$ cat src/rtl/dps_pkg.sv
// Shared types, field widths and codes of the dynamic priority scheduler.
package dps_pkg;

   // Field widths of one task and of the stream transactions.
   localparam int ID_WIDTH      = 8;
   localparam int LIFE_WIDTH    = 4;
   localparam int PRIO_WIDTH    = 6;
   localparam int RUNTIME_WIDTH = 4;
   localparam int COUNT_WIDTH   = 5;
   localparam int REQ_WIDTH     = 24;
   localparam int RSP_WIDTH     = 40;

   localparam int READY_DEPTH_DEFAULT = 16;

   // Priority decays by this divisor on every tick that the task runs.
   localparam int DECAY_DIVISOR = 2;
   localparam int DECAY_SHIFT   = $clog2(DECAY_DIVISOR);

   // Start phase: the head is dispatched when the phase reaches one.
   localparam logic [1:0] PHASE_IDLE     = 2'd0;
   localparam logic [1:0] PHASE_DISPATCH = 2'd1;
   localparam logic [1:0] PHASE_MAX      = 2'd2;

   localparam logic OP_CREATE = 1'b0;
   localparam logic OP_TICK   = 1'b1;

   typedef enum logic [1:0] {
      OUTCOME_OK,
      OUTCOME_FULL,
      OUTCOME_ZERO_LIFE
   } outcome_type;

   typedef struct packed {
      logic [ID_WIDTH-1:0]      id;
      logic [LIFE_WIDTH-1:0]    life;
      logic [PRIO_WIDTH-1:0]    prio;
      logic [RUNTIME_WIDTH-1:0] runtime;
   } task_type;

   // Operation broadcast to every cell of the ready table.
   typedef enum logic [1:0] {
      CELL_HOLD,
      CELL_POP,
      CELL_INSERT
   } cell_op_type;

   typedef struct packed {
      cell_op_type op;
      task_type    item;
   } chain_ctrl_type;

   typedef enum logic [2:0] {
      ST_IDLE,
      ST_CREATE,
      ST_DISPATCH,
      ST_RUN,
      ST_REINSERT,
      ST_REPORT
   } state_type;

endpackage

$ cat src/rtl/dps_cell.sv
// One slot of the sorted ready table, linked to its two neighbors.
module dps_cell #(
   parameter int INDEX      = 0,
   parameter int SIZE_WIDTH = 5
) (
   input  logic                      clock,
   input  dps_pkg::chain_ctrl_type   ctrl,
   input  logic [SIZE_WIDTH-1:0]     size,
   input  dps_pkg::task_type         left_entry,
   input  logic                      left_open,
   input  dps_pkg::task_type         right_entry,
   output dps_pkg::task_type         entry,
   output logic                      open
);
   import dps_pkg::*;

   task_type entry_ff;
   task_type entry_in;
   logic     occupied;

   // A slot is open to the new item when it is empty or holds a lower
   // priority; this is monotonic along the row, so the first open slot
   // is where the item lands, behind all equal priorities.
   assign occupied = SIZE_WIDTH'(INDEX) < size;
   assign open     = !occupied || (entry_ff.prio < ctrl.item.prio);
   assign entry    = entry_ff;

   always_comb begin
      entry_in = entry_ff;
      unique case (ctrl.op)
         CELL_HOLD: entry_in = entry_ff;
         CELL_POP:  entry_in = right_entry;
         CELL_INSERT: begin
            if (open && !left_open) begin
               entry_in = ctrl.item;
            end else if (open) begin
               entry_in = left_entry;
            end
         end
         default: entry_in = entry_ff;
      endcase
   end

   always_ff @(posedge clock) begin
      entry_ff <= entry_in;
   end

endmodule

$ cat src/rtl/dynamic_priority_scheduler.sv
// Top level of the dynamic priority scheduler: sequencer, run slot and ready table.
//
// This block schedules tasks preemptively by priority. A create transaction
// (req_tuser low) inserts a task into a ready table that a row of cells keeps
// sorted by priority, highest first, with equal priorities in arrival order;
// it is refused with outcome 2 when its life is zero and with outcome 1 when
// the table is full. A tick transaction (req_tuser high) first dispatches the
// table head on the first tick after the scheduler went idle, then runs the
// task in the run slot for one tick (runtime up by one, life down by one,
// priority halved), and finally either finishes it, reporting its id and
// runtime and dispatching the head, lets a strictly higher-priority head
// preempt it, in which case the preempted task goes back behind the tasks
// of equal priority, or keeps it in the run slot. Every request transaction
// gives exactly one response transaction, carrying the outcome, the run slot
// after the item, any finished task and the number of waiting tasks. Items
// are handled one at a time by a sequencer that performs at most one table
// operation (a pop or a sorted insert, each done by all cells at once) per
// clock cycle. A create passes through the accepting cycle, the insert step
// and the report step, and its response register is loaded in the report
// step. A tick passes through the accepting cycle and the dispatch step,
// which is always taken; a task in the run slot adds the run step, a
// preemption adds the reinsert step, and the report step ends it. The
// response register separates the two sides, so a new request is accepted
// while the previous response still waits, and a stalled response adds
// cycles only once the next item is ready to report. The reset is
// synchronous and active high; no clearing pass is needed.
module dynamic_priority_scheduler #(
   parameter int READY_DEPTH = dps_pkg::READY_DEPTH_DEFAULT
) (
   input  logic                           clock,
   input  logic                           reset,
   input  logic                           req_tvalid,
   output logic                           req_tready,
   // Fields from bit 0 up: task_id[7:0], task_life[11:8],
   // task_priority[17:12], zero fill [23:18].
   input  logic [dps_pkg::REQ_WIDTH-1:0]  req_tdata,
   // Field: operation (0 create, 1 tick).
   input  logic                           req_tuser,
   output logic                           rsp_tvalid,
   input  logic                           rsp_tready,
   // Fields from bit 0 up: outcome[1:0], running_valid[2], running_id[10:3],
   // running_priority[16:11], running_life[20:17], finished_valid[21],
   // finished_id[29:22], finished_runtime[33:30], ready_count[38:34],
   // zero fill [39].
   output logic [dps_pkg::RSP_WIDTH-1:0]  rsp_tdata
);
   import dps_pkg::*;

   localparam int SIZE_WIDTH = $clog2(READY_DEPTH + 1);

   // Sequencer state and the accepted request.
   state_type                 state_ff, state_in;
   logic [ID_WIDTH-1:0]       item_id_ff, item_id_in;
   logic [LIFE_WIDTH-1:0]     item_life_ff, item_life_in;
   logic [PRIO_WIDTH-1:0]     item_prio_ff, item_prio_in;

   // Scheduler state.
   logic [SIZE_WIDTH-1:0]     size_ff, size_in;
   task_type                  run_ff, run_in;
   logic                      run_present_ff, run_present_in;
   logic [1:0]                phase_ff, phase_in;
   task_type                  spare_ff, spare_in;

   // Result of the item under way.
   outcome_type               outcome_ff, outcome_in;
   logic                      fin_valid_ff, fin_valid_in;
   logic [ID_WIDTH-1:0]       fin_id_ff, fin_id_in;
   logic [RUNTIME_WIDTH-1:0]  fin_runtime_ff, fin_runtime_in;

   // Response register.
   logic                      rsp_valid_ff, rsp_valid_in;
   logic [RSP_WIDTH-1:0]      rsp_data_ff, rsp_data_in;

   logic                      req_accept;
   logic                      rsp_free;
   logic [1:0]                phase_step;
   task_type                  decayed;
   task_type                  head;
   chain_ctrl_type            chain_ctrl;
   logic                      table_empty;
   logic                      table_full;

   task_type                  cell_entry [READY_DEPTH];
   logic                      cell_open  [READY_DEPTH];

   assign req_tready  = (state_ff == ST_IDLE);
   assign req_accept  = req_tvalid && req_tready;
   assign rsp_free    = !rsp_valid_ff || rsp_tready;
   assign rsp_tvalid  = rsp_valid_ff;
   assign rsp_tdata   = rsp_data_ff;
   assign head        = cell_entry[0];
   assign table_empty = (size_ff == '0);
   assign table_full  = (size_ff >= SIZE_WIDTH'(READY_DEPTH));

   // The start phase counts ticks and saturates.
   assign phase_step = (phase_ff == PHASE_MAX) ? phase_ff : phase_ff + 2'd1;

   // The running task after one tick of work.
   always_comb begin
      decayed         = run_ff;
      decayed.runtime = run_ff.runtime + 1'b1;
      decayed.life    = run_ff.life - 1'b1;
      decayed.prio    = run_ff.prio >> DECAY_SHIFT;
   end

   // Ready table: a row of cells, each taking its right neighbor on a pop
   // and its left neighbor or the new item on an insert.
   for (genvar i = 0; i < READY_DEPTH; i++) begin : g_cell
      task_type left_entry;
      logic     left_open;
      task_type right_entry;

      if (i == 0) begin : g_first
         assign left_entry = chain_ctrl.item;
         assign left_open  = 1'b0;
      end else begin : g_inner
         assign left_entry = cell_entry[i-1];
         assign left_open  = cell_open[i-1];
      end

      if (i == READY_DEPTH - 1) begin : g_last
         assign right_entry = cell_entry[i];
      end else begin : g_body
         assign right_entry = cell_entry[i+1];
      end

      dps_cell #(
         .INDEX      (i),
         .SIZE_WIDTH (SIZE_WIDTH)
      ) u_cell (
         .clock       (clock),
         .ctrl        (chain_ctrl),
         .size        (size_ff),
         .left_entry  (left_entry),
         .left_open   (left_open),
         .right_entry (right_entry),
         .entry       (cell_entry[i]),
         .open        (cell_open[i])
      );
   end

   // Next state of the sequencer.
   always_comb begin
      state_in = state_ff;
      unique case (state_ff)
         ST_IDLE: begin
            if (req_accept) begin
               state_in = (req_tuser == OP_CREATE) ? ST_CREATE : ST_DISPATCH;
            end
         end
         ST_CREATE: state_in = ST_REPORT;
         ST_DISPATCH: begin
            if (phase_step == PHASE_DISPATCH) begin
               state_in = table_empty ? ST_REPORT : ST_RUN;
            end else begin
               state_in = run_present_ff ? ST_RUN : ST_REPORT;
            end
         end
         ST_RUN: begin
            if (decayed.life != '0 && !table_empty && decayed.prio < head.prio) begin
               state_in = ST_REINSERT;
            end else begin
               state_in = ST_REPORT;
            end
         end
         ST_REINSERT: state_in = ST_REPORT;
         ST_REPORT: begin
            if (rsp_free) begin
               state_in = ST_IDLE;
            end
         end
         default: state_in = ST_IDLE;
      endcase
   end

   // Datapath and table operations of each sequencer state.
   always_comb begin
      item_id_in      = item_id_ff;
      item_life_in    = item_life_ff;
      item_prio_in    = item_prio_ff;
      size_in         = size_ff;
      run_in          = run_ff;
      run_present_in  = run_present_ff;
      phase_in        = phase_ff;
      spare_in        = spare_ff;
      outcome_in      = outcome_ff;
      fin_valid_in    = fin_valid_ff;
      fin_id_in       = fin_id_ff;
      fin_runtime_in  = fin_runtime_ff;
      rsp_valid_in    = rsp_valid_ff && !rsp_tready;
      rsp_data_in     = rsp_data_ff;
      chain_ctrl.op   = CELL_HOLD;
      chain_ctrl.item = spare_ff;

      unique case (state_ff)
         ST_IDLE: begin
            if (req_accept) begin
               item_id_in     = req_tdata[7:0];
               item_life_in   = req_tdata[11:8];
               item_prio_in   = req_tdata[17:12];
               outcome_in     = OUTCOME_OK;
               fin_valid_in   = 1'b0;
               fin_id_in      = '0;
               fin_runtime_in = '0;
            end
         end
         ST_CREATE: begin
            // Zero life is refused before a full table is.
            if (item_life_ff == '0) begin
               outcome_in = OUTCOME_ZERO_LIFE;
            end else if (table_full) begin
               outcome_in = OUTCOME_FULL;
            end else begin
               chain_ctrl.op           = CELL_INSERT;
               chain_ctrl.item.id      = item_id_ff;
               chain_ctrl.item.life    = item_life_ff;
               chain_ctrl.item.prio    = item_prio_ff;
               chain_ctrl.item.runtime = '0;
               size_in                 = size_ff + 1'b1;
            end
         end
         ST_DISPATCH: begin
            phase_in = phase_step;
            if (phase_step == PHASE_DISPATCH) begin
               if (table_empty) begin
                  run_present_in = 1'b0;
               end else begin
                  run_in         = head;
                  run_present_in = 1'b1;
                  chain_ctrl.op  = CELL_POP;
                  size_in        = size_ff - 1'b1;
               end
            end else if (!run_present_ff) begin
               // Idle tick: dispatch waits for the following tick.
               phase_in = PHASE_IDLE;
            end
         end
         ST_RUN: begin
            if (decayed.life == '0) begin
               fin_valid_in   = 1'b1;
               fin_id_in      = decayed.id;
               fin_runtime_in = decayed.runtime;
               if (table_empty) begin
                  run_present_in = 1'b0;
               end else begin
                  run_in        = head;
                  chain_ctrl.op = CELL_POP;
                  size_in       = size_ff - 1'b1;
               end
            end else if (!table_empty && decayed.prio < head.prio) begin
               // Preemption: pop now, reinsert the old task next cycle, so
               // the table never overflows.
               run_in        = head;
               spare_in      = decayed;
               chain_ctrl.op = CELL_POP;
               size_in       = size_ff - 1'b1;
            end else begin
               run_in = decayed;
            end
         end
         ST_REINSERT: begin
            chain_ctrl.op   = CELL_INSERT;
            chain_ctrl.item = spare_ff;
            size_in         = size_ff + 1'b1;
         end
         ST_REPORT: begin
            if (rsp_free) begin
               rsp_valid_in = 1'b1;
               rsp_data_in  = {1'b0,
                               COUNT_WIDTH'(size_ff),
                               fin_runtime_ff,
                               fin_id_ff,
                               fin_valid_ff,
                               run_present_ff ? run_ff.life : {LIFE_WIDTH{1'b0}},
                               run_present_ff ? run_ff.prio : {PRIO_WIDTH{1'b0}},
                               run_present_ff ? run_ff.id : {ID_WIDTH{1'b0}},
                               run_present_ff,
                               outcome_ff};
            end
         end
         default: begin
            chain_ctrl.op = CELL_HOLD;
         end
      endcase
   end

   always_ff @(posedge clock) begin
      if (reset) begin
         state_ff       <= ST_IDLE;
         size_ff        <= '0;
         run_present_ff <= 1'b0;
         phase_ff       <= PHASE_IDLE;
         rsp_valid_ff   <= 1'b0;
      end else begin
         state_ff       <= state_in;
         size_ff        <= size_in;
         run_present_ff <= run_present_in;
         phase_ff       <= phase_in;
         rsp_valid_ff   <= rsp_valid_in;
      end
   end

   always_ff @(posedge clock) begin
      item_id_ff     <= item_id_in;
      item_life_ff   <= item_life_in;
      item_prio_ff   <= item_prio_in;
      run_ff         <= run_in;
      spare_ff       <= spare_in;
      outcome_ff     <= outcome_in;
      fin_valid_ff   <= fin_valid_in;
      fin_id_ff      <= fin_id_in;
      fin_runtime_ff <= fin_runtime_in;
      rsp_data_ff    <= rsp_data_in;
   end

`ifndef SYNTH
   // An insert never reaches a full table, whether from a create or a reinsert.
   a_insert_room: assert property (@(posedge clock) disable iff (reset)
      chain_ctrl.op == CELL_INSERT |-> !table_full)
      else $error("insert issued to a full ready table");

   // A pop only takes an existing head.
   a_pop_nonempty: assert property (@(posedge clock) disable iff (reset)
      chain_ctrl.op == CELL_POP |-> !table_empty)
      else $error("pop issued to an empty ready table");

   // A new response appears only after the report step of an item.
   a_rsp_source: assert property (@(posedge clock) disable iff (reset)
      !rsp_valid_ff ##1 rsp_valid_ff |-> $past(state_ff == ST_REPORT))
      else $error("response loaded outside the report step");

   // A create item leaves the run slot and start phase alone.
   a_create_keeps_run: assert property (@(posedge clock) disable iff (reset)
      state_ff == ST_CREATE |=> $stable(run_present_ff) && $stable(phase_ff))
      else $error("create changed the run slot or start phase");
`endif

endmodule

$ cat config.mk
export PLATFORM = sky130hd
export DESIGN_NAME = dynamic_priority_scheduler
export DESIGN_NICKNAME = d
export VERILOG_FILES = /design/src/rtl/dps_pkg.sv /design/src/rtl/dps_cell.sv /design/src/rtl/dynamic_priority_scheduler.sv
export SDC_FILE = /design/constraint.sdc
export NUM_CORES = 1
export LEC_CHECK = 0
export ABC_AREA = 1
export BUFFER_PORTS_ARGS = -buffer_cell sky130_fd_sc_hd__buf_2
export CORE_MARGIN = 2
export CORE_UTILIZATION = 35
export DETAILED_ROUTE_END_ITERATION = 10
export PLACE_DENSITY_LB_ADDON = 0.3
export SYNTH_ARGS = -nofsm -noshare
export SYNTH_HDL_FRONTEND = slang
export SYNTH_SLANG_ARGS = --single-unit
$ cat constraint.sdc
create_clock -name clock -period 6.1 [get_ports clock]
set_clock_uncertainty 0.2 [all_clocks]
set_input_delay 0.61 -clock clock [delete_from_list [all_inputs] [get_ports clock]]
set_output_delay 0.61 -clock clock [all_outputs]
set_load 0.02 [all_outputs]
==> flow_metrics.tcl <==
set metrics [dict create \
    post-route-period-util_pct 80.3 \
    avgRoutedWirePerCell_um 17.8 \
    drc_errors 0 \
    post_cts_buffers 0 \
    timing.hold.ws_ns 0.0638 \
    period_needed_ns 4.90 \
    die_h_um 288 \
    crit_family "buffers and inverters" \
    reg2reg_from "state_ff[0]" \
    layout-drive-gt1-share_pct 8.29 \
    synth_xor_area_share_pct 0.217 \
    yosys_warnings 0 \
    post_cts_resized 0 \
    multi_input_area_um2 11300 \
    first_iter_violations 1961 \
    critPathMostFrequentCell "nand2_1" \
    nNetsFinal 3655 \
    antenna_found_initial 1 \
    overflow 0 \
    via_per_inst 5.06 \
    synth_top_family_by_area "simple AND/OR/NAND/NOR gates" \
    place_congestion 0.851 \
    dr.pass1.iters 6 \
    seq_area_um2 14300 \
    layout_common_cells "nand2_1 (1280), nand3_1 (714), inv_1 (472)" \
    slew_violations 0 \
    drv_cap 0 \
    max_freq_mhz 204 \
    start_kind "register" \
    yosys-mux-area-fraction_pct 0.743 \
    syn_area_um2 28300 \
    synth-simple-area-share_pct 32.7 \
    cts_tree "done" \
    syn_avg_cell_area_um2 7.94 \
    final_common_cell "nand2_1" \
    dieWidth_um 288 \
    cts_max_path_buffers 3 \
    path_cells "nand2_2 -> nor2_8 -> inv_6 -> a21oi_2 -> nand2_4 -> inv_1 -> nand2_1 -> buf_4 -> ha_1 -> nand2_1 -> nand2_1 -> nor2_1 -> nand2_1 -> nand2_1 -> buf_4 -> o21ai_0 -> inv_1" \
    start_util_pct 35.3 \
    cp.arrival_ns 4.95 \
    clk_latency_ns 0.64 \
    seq_area_frac_synth_pct 50.4 \
    r2r_cells 17 \
    async_reset_ff_share_pct 0 \
    diodes 0 \
    outcome "finished, final reports clean" \
    dominantRegCellSynth "edfxtp_1" \
    worstPathRequired_ns 6.15 \
    wl_mm 83.3 \
    crit_buf_inv 5 \
    tightest_slew_ns 1.07 \
    setup_viol 0 \
    ys_types 45 \
    groute.usage.overall_pct 19.8 \
    grt_max_degree 151 \
    coreArea_um2 80300 \
    grt_pass1_wl_mm 131 \
    synthAdderAreaFrac_pct 2.73 \
    hold_path_class "in -> reg" \
    worstPathMaxFanout 24 \
    vias 23622 \
    filler_cell_count 8196 \
    rows 104 \
    critPathKind "reg -> reg" \
    ys_ff_latch 479 \
    endpoint_kind "register" \
    io_buffers 63 \
    final_hold_viol_count 0 \
    dp_hpwl_mm 56.3 \
    critPathMaxStageDelay_ns 0.69 \
    clkSinkCount 479 \
    dieArea_um2 83200 \
    r2r-end "g_cell[6].u_cell.entry[0]" \
    critPathSlowestCell "inv_1" \
    htreeDepth 2 \
    ctsHoldBuffers 18 \
    clkTransAtPathRegs_ns 0.06 \
    cp-startpoint "state_ff[0]" \
    slew_headroom_pct 28.3 \
    timing.reg2reg.setup_slack_ns 1.20 \
    grt_pass1_vias 22530 \
    synth_cells 3563 \
    antenna_left 0 \
    fin_setup_tns_ns 0 \
    numCtsBuffers 53 \
    path_depth 17 \
    synth_edf_count 467 \
    setup.worst_path.end "g_cell[6].u_cell.entry[0]" \
    ios 71 \
    rsz0062_at_grt "false" \
    synth-compound-area-share_pct 3.18 \
    syn2layout_area_growth_pct 11.4 \
    synth_nets 3653 \
    clock-root-buffer "clkbuf_16" \
]
-- synth_stat cells (all sizes together), types with 2 or more instances --
library cell  instances  area [um2]
mux2i                14         210
nand3b               22         165
buf                 145         776
edfxtp              467       14000
o21ai                92         460
inv                 479        1800
o221ai                7        61.3
nor4                  2        12.5
xor2                  6        52.6
a22oi                 3        22.5
a21oi                40         260
a211oi                3        22.5
nor3                  3        15.0
nand4                 4        25.0
o211ai                6        45.0
dfxtp                12         240
nand3               720        3660
nor2                 99         410
nand2              1299        4950
clkbuf               71         267
ha                   61         763
-- kinds of logic after synthesis --
kind of cell	count (synthesis)
simple gates	2150
fa+ha+maj	62
buf+inv	695
flops	479
mux	14
xor+xnor	7
compound gates	155
other cells	1
-- worst min path at each step --
stage	start	to	slack, ns	cells after the start
after detailed placement	outcome_ff[0]	rsp_tdata[0]	0.21	0
after global routing	reset	state_ff[1]	0.06	2
after floorplan	outcome_ff[0]	rsp_tdata[0]	0.20	0
after CTS	reset	state_ff[0]	0.04	2
final	reset	state_ff[1]	0.06	2
after global placement	fin_id_ff[7]	rsp_tdata[29]	0.20	0
-- worst register-to-register path: stages, from the launching register on --
cell and delay, ns:
dfxtp_1 0.38, nand2_2 0.14, nor2_8 0.24, inv_6 0.11, a21oi_2 0.19, nand2_4 0.33, inv_1 0.23, nand2_1 0.52
buf_4 0.40, ha_1 0.31, nand2_1 0.08, nand2_1 0.05, nor2_1 0.16, nand2_1 0.07, nand2_1 0.06, buf_4 0.26
o21ai_0 0.12, inv_1 0.69
-- final cells by class --
class                           instances  area share (%)
Sequential cell                       479            45.3
Multi-Input combinational cell       2389            35.9
Inverter                              479            5.74
Clock buffer                           68            4.55
Tap cell                             1060            4.21
Timing Repair Buffer                  163            3.64
Clock inverter                         30           0.738
-- through the flow --
stage                     cells  util, %  setup WS, ns  area [um2]
final                      4668     39.3          1.20       31500
after floorplan            3563        -          1.26       28300
after detailed placement   4552     37.0          1.16       29700
after global placement     4552     37.0          1.21       29700
after CTS                  4668     39.3          1.15       31500
after global routing       4668     39.3         0.832       31500
-- registers in the layout, summed over array words and instances, names as in the netlist --
name,flops
decayed,13
fin_id_ff,8
fin_runtime_ff,4
fin_valid_ff,1
g_cell.u_cell.entry,352
item_id_ff,8
item_life_ff,4
item_prio_ff,6
outcome_ff,2
phase_ff,2
rsp_tdata,39
rsp_tvalid,1
run_ff,9
run_present_ff,1
size_ff,5
spare_ff,21
state_ff,3
-- layer usage --
layer,vias up,GRT usage [%],part of all wire [%]
met5,-,0,0
met4,0,4.82,2.0
met3,104,2.43,5.7
met2,723,32.9,47
met1,11222,27.5,45
li1,11573,-,-
Power is not shown: default switching activity piles up to over one toggle a cycle in this logic, so the estimate is an artifact.
